[src/rtl/core/nlcf_pkg.sv]
package nlcf_pkg;

  localparam int unsigned TermsDefault = 9;

  localparam int unsigned NumW   = 40;
  localparam int unsigned DenW   = 44;
  localparam int unsigned NMagW  = 34;
  localparam int unsigned DMagW  = 43;
  localparam int unsigned QuotW  = 41;
  localparam int unsigned QSgnW  = 42;
  localparam int unsigned SumW   = 46;
  localparam int unsigned LowBits = 11;

  localparam logic signed [DenW-1:0] OneQ30      = 44'sd1073741824;
  localparam logic signed [SumW-1:0] Ln2Q30      = 46'sd744261118;
  localparam logic        [31:0]     Sqrt2Q31    = 32'hB504F333;
  localparam logic        [NMagW-1:0] NumClamp   = {NMagW{1'b1}};
  localparam logic        [QuotW-1:0] QuotLimit  = {1'b1, {(QuotW-1){1'b0}}};

  typedef struct packed {
    logic               err;
    logic signed [5:0]  k;
    logic signed [31:0] u;
  } ctx_t;

  typedef struct packed {
    logic              vld;
    logic              neg;
    logic              sat;
    logic              dz;
    logic [DMagW-1:0]  d;
    logic [DMagW-1:0]  r;
    logic [QuotW-1:0]  bits;
    logic [QuotW-1:0]  q;
    ctx_t              ctx;
  } cell_t;

endpackage

[src/rtl/core/nlcf_norm.sv]
module nlcf_norm (
  input  logic                clk_i,
  input  logic                rst_ni,
  input  logic                en_i,
  input  logic                vld_i,
  input  logic [31:0]         x_i,
  output logic                vld_o,
  output nlcf_pkg::ctx_t      ctx_o
);

  logic           vld_q;
  nlcf_pkg::ctx_t ctx_q, ctx_d;
  logic [4:0]     p;
  logic [31:0]    m;
  logic [32:0]    u_w;

  always_comb begin
    p = 5'd0;
    for (int j = 0; j < 32; j++) begin
      if (x_i[j]) begin
        p = 5'(j);
      end
    end
    m = x_i << (5'd31 - p);
    ctx_d.err = (x_i == 32'd0);
    if (m > nlcf_pkg::Sqrt2Q31) begin
      ctx_d.k = $signed({1'b0, p}) - 6'sd15;
      u_w     = {3'b000, m[31:2]} - 33'd1073741824;
    end else begin
      ctx_d.k = $signed({1'b0, p}) - 6'sd16;
      u_w     = {2'b00, m[31:1]} - 33'd1073741824;
    end
    ctx_d.u = $signed(u_w[31:0]);
  end

  always_ff @(posedge clk_i or negedge rst_ni) begin
    if (!rst_ni) begin
      vld_q <= 1'b0;
    end else if (en_i) begin
      vld_q <= vld_i;
    end
  end

  always_ff @(posedge clk_i) begin
    if (en_i) begin
      ctx_q <= ctx_d;
    end
  end

  assign vld_o = vld_q;
  assign ctx_o = ctx_q;

endmodule

[config.mk]
export PLATFORM = sky130hd
export DESIGN_NAME = nlcf_norm
export DESIGN_NICKNAME = d
export VERILOG_FILES = /design/src/rtl/core/nlcf_pkg.sv /design/src/rtl/core/nlcf_norm.sv
export SDC_FILE = /design/constraint.sdc
export NUM_CORES = 1
export LEC_CHECK = 0
export BUFFER_PORTS_ARGS = -buffer_cell sky130_fd_sc_hd__clkbuf_2
export CAP_MARGIN = 20
export CORE_MARGIN = 8
export CORE_UTILIZATION = 58
export CTS_CLUSTER_DIAMETER = 50
export DETAILED_ROUTE_END_ITERATION = 12
export PLACE_DENSITY = 0.78
export SLEW_MARGIN = 10
export SYNTH_ARGS = -nofsm -noshare
export SYNTH_HDL_FRONTEND = slang
export SYNTH_SLANG_ARGS = --single-unit
export TNS_END_PERCENT = 100
[constraint.sdc]
create_clock -name clk_i -period 0.85 [get_ports clk_i]
set_input_delay 0.17 -clock clk_i [delete_from_list [all_inputs] [get_ports clk_i]]
set_output_delay 0.17 -clock clk_i [all_outputs]
set_load 0.01 [all_outputs]
==> results of run 1 <==
metrics by stage:
step	hold slack, ps	utilization [%]
2_1_floorplan	-126	-
3_3_place_gp	-55.5	84.4
3_5_place_dp	-54.4	84.4
4_1_cts	118	91.7
kinds of logic after synthesis:
logic type | count (synthesis) | synth area share [%]
xor gates and xnor gates | 4 | 0.784
DFF | 39 | 26.1
AOI/OAI and AO/OA | 208 | 33.1
buffers and inverters | 64 | 6.91
and+or+nand+nor | 219 | 25.4
adders and majority gates | 1 | 0.280
muxes | 32 | 7.42
timing repair:
action                                 in CTS
pin swaps                                  19
setup endpoints to repair                  78
hold buffers                                1
endpoints found under the hold margin       1
gates resized for setup                    55
cloned                                      3
setup buffers                               9
==> metrics.txt, run 1 <==
status aborted with a tool error; Last stage global routing (5_1_grt); Log Error [ERROR DPL-0038] Utilization greater than 100%, impossible to legalize; CTS root buf clkbuf_8; post-GRT worst EP ctx_o[11]$_DFFE_PP_/D; CTS buffer count 5; I/O pin cnt 76; Initial Utilization approximately three fifths; WEP type sequential cell input; count leader, synth nand2_1; CTS max path bufs 2; port bufs 75; Net Count, Synth around 600; #FFs+latches synth 39; Top FF cell, synth edfxtp_1; Avg Inst Size Synth roughly 7.9 sq um; die height between 100 and 150 um; ys async rst share 2.56%; Place WS -3520 ps; Seq/Total Area, Yosys 26.1%; clk sinks 39; synth unique cells 80; Yosys top cell area share between 20 and 30%; Mapped Area 4470 sq um; Ys Warns 0; Die Wd 104 um; Cell Area, Placed between 6000 and 7000 sq um; placed cells 909; DP Wirelength 14.7 mm; Site Rows 32; synthesized instance count between 500 and 600; largest net degree at the start of global routing 22; RePlAce Congestion about 1.2; EDFF count, synth 38; Area contributors post-synth edfxtp_1 (26%), mux2i_1 (5.2%), nand2_1 (5.1%), nand3_1 (4.1%), nor2_1 (3.5%); CTS H-tree depth 2; Synth area leader edfxtp_1; Synth top cells by count nand2_1 (61), nor2_1 (42), edfxtp_1 (38)
==> run 2: changes to the inputs <==
Settings changed: CORE_UTILIZATION 58 to 40, CTS_CLUSTER_DIAMETER 50 to unset, PLACE_DENSITY 0.78 to unset, PLACE_DENSITY_LB_ADDON set to 0.15.
==> metrics.txt, run 2 <==
total grt overflow 0; share of cells above drive strength 1 a little over half; CTS root buf clkbuf_8; Fin. Hold Viols 0; Max VDD drop approximately 0.0016 V; drt drc 0; routed wire length 22.0 mm; period utilisation layout 462%; initial drt markers a little over 600; CP Launch Type input pin; Post-DRT Antenna Nets 0; Final Util a little under three quarters; initial antenna violation count 0; placed cells 957; Synth area leader edfxtp_1; Nets between 900 and 1000; Ys Warns 0; failing checks setup timing; Slew Limit Fails 0; Switching Fraction a little under two fifths; hold slack between 100 and 150 ps; Mapped Area 4470 sq um; Synth-to-Final Area Change 73.1%; HP Class input pin to flop; clk slew on worst S/H paths 70 ps; Final WS setup -3070 ps; synthesized instance count ~570; CTS tree built; drt wl/cell between 20 and 25 um; FMAX 255 MHz; die area between 10000 and 15000 sq um; worst hold start vld_i; non-filler cells in the finished layout a little over 1000; Core Area 10900 sq um; Power Density roughly 1200 nW/um^2; status finished with violations; Setup violations, final 78; post-layout power 8970 uW; Hold Path Stages 2; ys async rst share 2.56%; worst-skew pair later-pin latency 290 ps; Hold Path Sink vld_o$_DFFE_PN0P_; critical path endpoint category flop; Site Rows 38; Clk pwr share approximately 14%; WS Path Type input pin to flop; Static Leakage 0.00336 uW; count leader, synth nand2_1; CTS max path bufs 2; vias in the first global route about 6000; max-cap violations 0; internal power between 5000 and 6000 uW; largest net degree at the start of global routing 20; number of flip-flops in the largest register 38; reg2reg setup slack between 100 and 150 ps; Antenna Cells 0; Area contributors post-synth edfxtp_1 (26%), mux2i_1 (5.2%), nand2_1 (5.1%), nand3_1 (4.1%), nor2_1 (3.5%); first-pass GRT wire length roughly 32 mm; Net Count, Synth ~600; DRT Pass-1 Iters 6; crit path max fanout 7; CTS buffer count 5; I/O pin cnt between 70 and 80; Worst Max-Slew Pin Slew a little over 700 ps; Clock Skews 0 ps; port bufs 75; RSZ-0062 raised after global routing yes; Initial Utilization 41.0%; relative slew slack between 50 and 60%; arrival time at the worst endpoint between 4000 and 5000 ps; DP Wirelength between 15 and 20 mm; Total GRT Usage between 20 and 30%; #FFs+latches synth 39; Required @ worst endpoint 970 ps; Period minus WS final 3920 ps; r2r startpoint vld_o$_DFFE_PN0P_; vias around 6200; combinational share of power between 50% and 60%; Top FF cell, synth edfxtp_1; most common cell after layout, fill and taps aside buf_4; Yosys top cell area share 25.5%; CTS H-tree depth 2; synth unique cells 80; Die Wd between 100 and 150 um; EDFF count, synth 38; die height around 120 um; R2R cell count 1; Reg power frac 28.7%; Synth top cells by count nand2_1 (61), nor2_1 (42), edfxtp_1 (38); clk sinks 39; Seq/Total Area, Yosys between 20% and 30%; Avg Inst Size Synth ~7.9 sq um; RePlAce Congestion 0.981; DR vias/cell about 6; sw power ~3300 uW; FF-to-FF End vld_o$_DFFE_PN0P_; most frequent cells in the layout buf_4 (232), clkbuf_2 (71), nand2_1 (55)
==> run 2: power groups by stage <==
stage	Sequential (uW)	Combinational (uW)	Clock [uW]
finish	2580	5130	1260
global route	2610	5430	1370
CTS	2570	4620	1280
detailed placement	2610	4050	0
global placement	2610	3990	0
floorplan	2770	1830	0
==> run 2: cell type report <==
cell class,count,area (sq um)
Multi-Input combinational cell,465,3590
Fill cell,884,3150
Timing Repair Buffer,340,2650
Sequential cell,39,1170
Tap cell,140,175
Clock buffer,7,86.3
Inverter,17,63.8
Clock inverter,1,5.00
==> run 2: how the worst max path moves through the flow <==
stage | startpoint | endpoint | slack, ps | cells past startpoint
floorplan | x_i[23] | ctx_o[33]$_DFFE_PP_ | -3020 | 16
global placement | x_i[7] | ctx_o[11]$_DFFE_PP_ | -3480 | 17
detailed placement | x_i[7] | ctx_o[23]$_DFFE_PP_ | -3500 | 18
CTS | x_i[29] | ctx_o[14]$_DFFE_PP_ | -2910 | 18
global route | x_i[12] | ctx_o[8]$_DFFE_PP_ | -3180 | 16
finish | x_i[12] | ctx_o[8]$_DFFE_PP_ | -3070 | 18
==> run 2: repair_timing <==
action,in CTS,in global routing
cloned,4,4
pin swaps,25,28
setup buffers,32,6
hold buffers,1,0
endpoints found under the hold margin,1,0
resized for setup,76,61
setup endpoints to repair,78,78
==> run 2: metrics by stage <==
| step | setup WS, ps | cell area (sq um) | setup TNS (ps) |
|---|---|---|---|
| final | -3070 | 7740 | -116560 |
| after CTS | -2910 | 7350 | -112250 |
| after detailed placement | -3500 | 6570 | -131130 |
| after global routing | -3180 | 7740 | -121970 |
| after floorplan | -3020 | 4550 | -105450 |
| after global placement | -3480 | 6570 | -129070 |
==> run 2: critical path, stage by stage <==
cell       delay (ps)
buf_6              90
or4_4             550
a211oi_4          270
o21a_4            260
buf_4             150
nand2_1            90
o211ai_1          200
buf_4             190
nand3_2           100
o21ai_4            90
a222oi_1          120
buf_4             170
nor4b_4           230
nand4_1           140
or4_4             550
o21ai_4           190
clkbuf_16         240
mux2i_1           220
==> run 2: layer usage <==
| metal | vias to the layer above | GRT usage, % | routed length, um |
|---|---|---|---|
| met2 | 328 | 47.1 | 10800 |
| li1 | 2832 | - | - |
| met1 | 2932 | 34.3 | 8800 |
| met4 | 0 | 13.8 | 900 |
| met5 | - | 0 | 0 |
| met3 | 62 | 2.27 | 1460 |
==> run 2: cell families (layout without fill, tap and decap cells) <==
kind of cell | count (synthesis) | after routing | share of synthesized area (%)
buffers and inverters | 64 | 365 | 6.91
flip-flops | 39 | 39 | 26.1
adder cells (fa/ha/maj) | 1 | 1 | 0.280
AO/OA/AOI/OAI | 208 | 209 | 33.1
XOR/XNOR | 4 | 4 | 0.784
AND/OR/NAND/NOR | 219 | 219 | 25.4
multiplexers | 32 | 32 | 7.42
Power figures use the tool's default switching activity.
==> run 3: changes to the inputs <==
Settings changed: MAX_ROUTING_LAYER set to met4.
==> metrics.txt, run 3 (same netlist as run 2, synthesis figures left out) <==
relative slew slack a little over three fifths; Site Rows 38; reg2reg setup slack roughly 110 ps; first-pass GRT wire length 33.2 mm; drt wl/cell 22.0 um; most frequent cells in the layout buf_4 (231), clkbuf_2 (67), nand2_1 (56); slowest stage delay, CP between 500 and 600 ps; CP max stage cell or4_4; Max VDD drop approximately 0.0015 V; Nets 906; routed wire length approximately 22 mm; most common cell after layout, fill and taps aside buf_4; clk sinks 39; Power Density roughly 1200 nW/um^2; DR vias/cell a little over 6; die height approximately 120 um; worst-skew pair later-pin latency 290 ps; clk slew on worst S/H paths approximately 70 ps; post-layout power between 9000 and 10000 uW; R2R cell count 1; worst hold start vld_i; Core Area around 11000 sq um; Worst Max-Slew Pin Slew roughly 550 ps; RSZ-0062 raised after global routing yes; Static Leakage roughly 0.0034 uW; FF-to-FF End vld_o$_DFFE_PN0P_; CTS tree built; status finished with violations; largest net degree at the start of global routing 20; port bufs 75; CTS max path bufs 2; Slew Limit Fails 0; total grt overflow 0; Clock Skews 0 ps; RePlAce Congestion around 1.0; Hold Path Sink vld_o$_DFFE_PN0P_; CTS root buf clkbuf_8; r2r startpoint vld_o$_DFFE_PN0P_; Required @ worst endpoint 900 ps; period utilisation layout 479%; Initial Utilization 41.0%; initial drt markers slightly below 700; die area 14800 sq um; Post-DRT Antenna Nets 0; critical path's top delay family simple AND/OR/NAND/NOR gates; max-cap violations 0; Fin. Hold Viols 0; Antenna Cells 0; crit path max fanout 8; vias in the first global route between 6000 and 7000; CTS buffer count 5; Final WS setup -3220 ps; CTS H-tree depth 2; critical path endpoint category flop; DP Wirelength around 17 mm; failing checks setup timing; vias ~6300; CP Launch Type input pin; FMAX 246 MHz; Hold Path Stages 2; drt drc 0; Period minus WS final between 4000 and 5000 ps; hold slack roughly 100 ps; DRT Pass-1 Iters 6; worst path bufs/invs 5; Place WS -3660 ps; Setup violations, final just under 80; Die Wd 122 um; share of cells above drive strength 1 55.3%; initial antenna violation count 0; number of flip-flops in the largest register 38; WS Path Type input pin to flop; HP Class input pin to flop; Synth-to-Final Area Change 74.1%; Total GRT Usage 29.2%; I/O pin cnt 76; arrival time at the worst endpoint about 4100 ps; Cell Chain, Critical Path buf_8 > or3_4 > nor4_4 > buf_4 > o21a_1 > buf_12 > o211ai_1 > buf_4 > nand3_4 > o21ai_4 > a22oi_2 > nand2_1 > or4b_1 > or4_4 > o21ai_4 > buf_6 > nand2b_4 > o21ai_2
==> run 3: area by class of cell <==
class                           count  area (sq um)
Clock buffer                        6          72.6
Fill cell                         865          3110
Inverter                           17          68.8
Multi-Input combinational cell    466          3690
Sequential cell                    39          1170
Tap cell                          140           175
Timing Repair Buffer              340          2600
==> run 3: through the flow <==
step           cells  area, sq um  util, %  setup TNS (ps)
6_report        1008         7780     71.5         -122330
2_1_floorplan    567         4550        -         -105450
4_1_cts          996         7250     66.5         -118170
3_5_place_dp     958         6570     60.4         -135410
3_3_place_gp     958         6570     60.4         -127950
5_1_grt         1008         7780     71.5         -126040
==> run 3: timing repair <==
action                                  4_1_cts  5_1_grt
gates resized for setup                      68      100
setup buffers                                28       13
pin swaps                                    28       45
gates cloned                                  4        1
endpoints found under the setup margin       78       78
endpoints found under the hold margin         1        0
hold buffers                                  1        0
==> run 3: report_power, final <==
group	leakage [uW]	switching (uW)	internal, uW
clock network	0.0000371	670	548
registers	0.000383	89.3	2490
logic	0.00294	2700	2500
==> run 3: worst max-delay path by stage <==
stage          depth (start not counted)  slack, ps     from             endpoint
5_1_grt                               18      -3290  x_i[23]  ctx_o[17]$_DFFE_PP_
3_5_place_dp                          17      -3660   x_i[7]  ctx_o[16]$_DFFE_PP_
3_3_place_gp                          16      -3460   x_i[7]  ctx_o[17]$_DFFE_PP_
4_1_cts                               16      -3070  x_i[29]  ctx_o[22]$_DFFE_PP_
2_1_floorplan                         16      -3020  x_i[23]  ctx_o[33]$_DFFE_PP_
6_report                              18      -3220  x_i[19]  ctx_o[11]$_DFFE_PP_
==> run 3: metal layers <==
layer	wire length (um)	part of all wire (%)	track usage, %	vias to the layer above
met5	0	0	-	-
met4	1040	4.7	14.6	0
met3	1490	6.7	2.96	76
met2	10900	49	48.5	360
met1	8820	40	34.7	3011
li1	-	-	-	2823
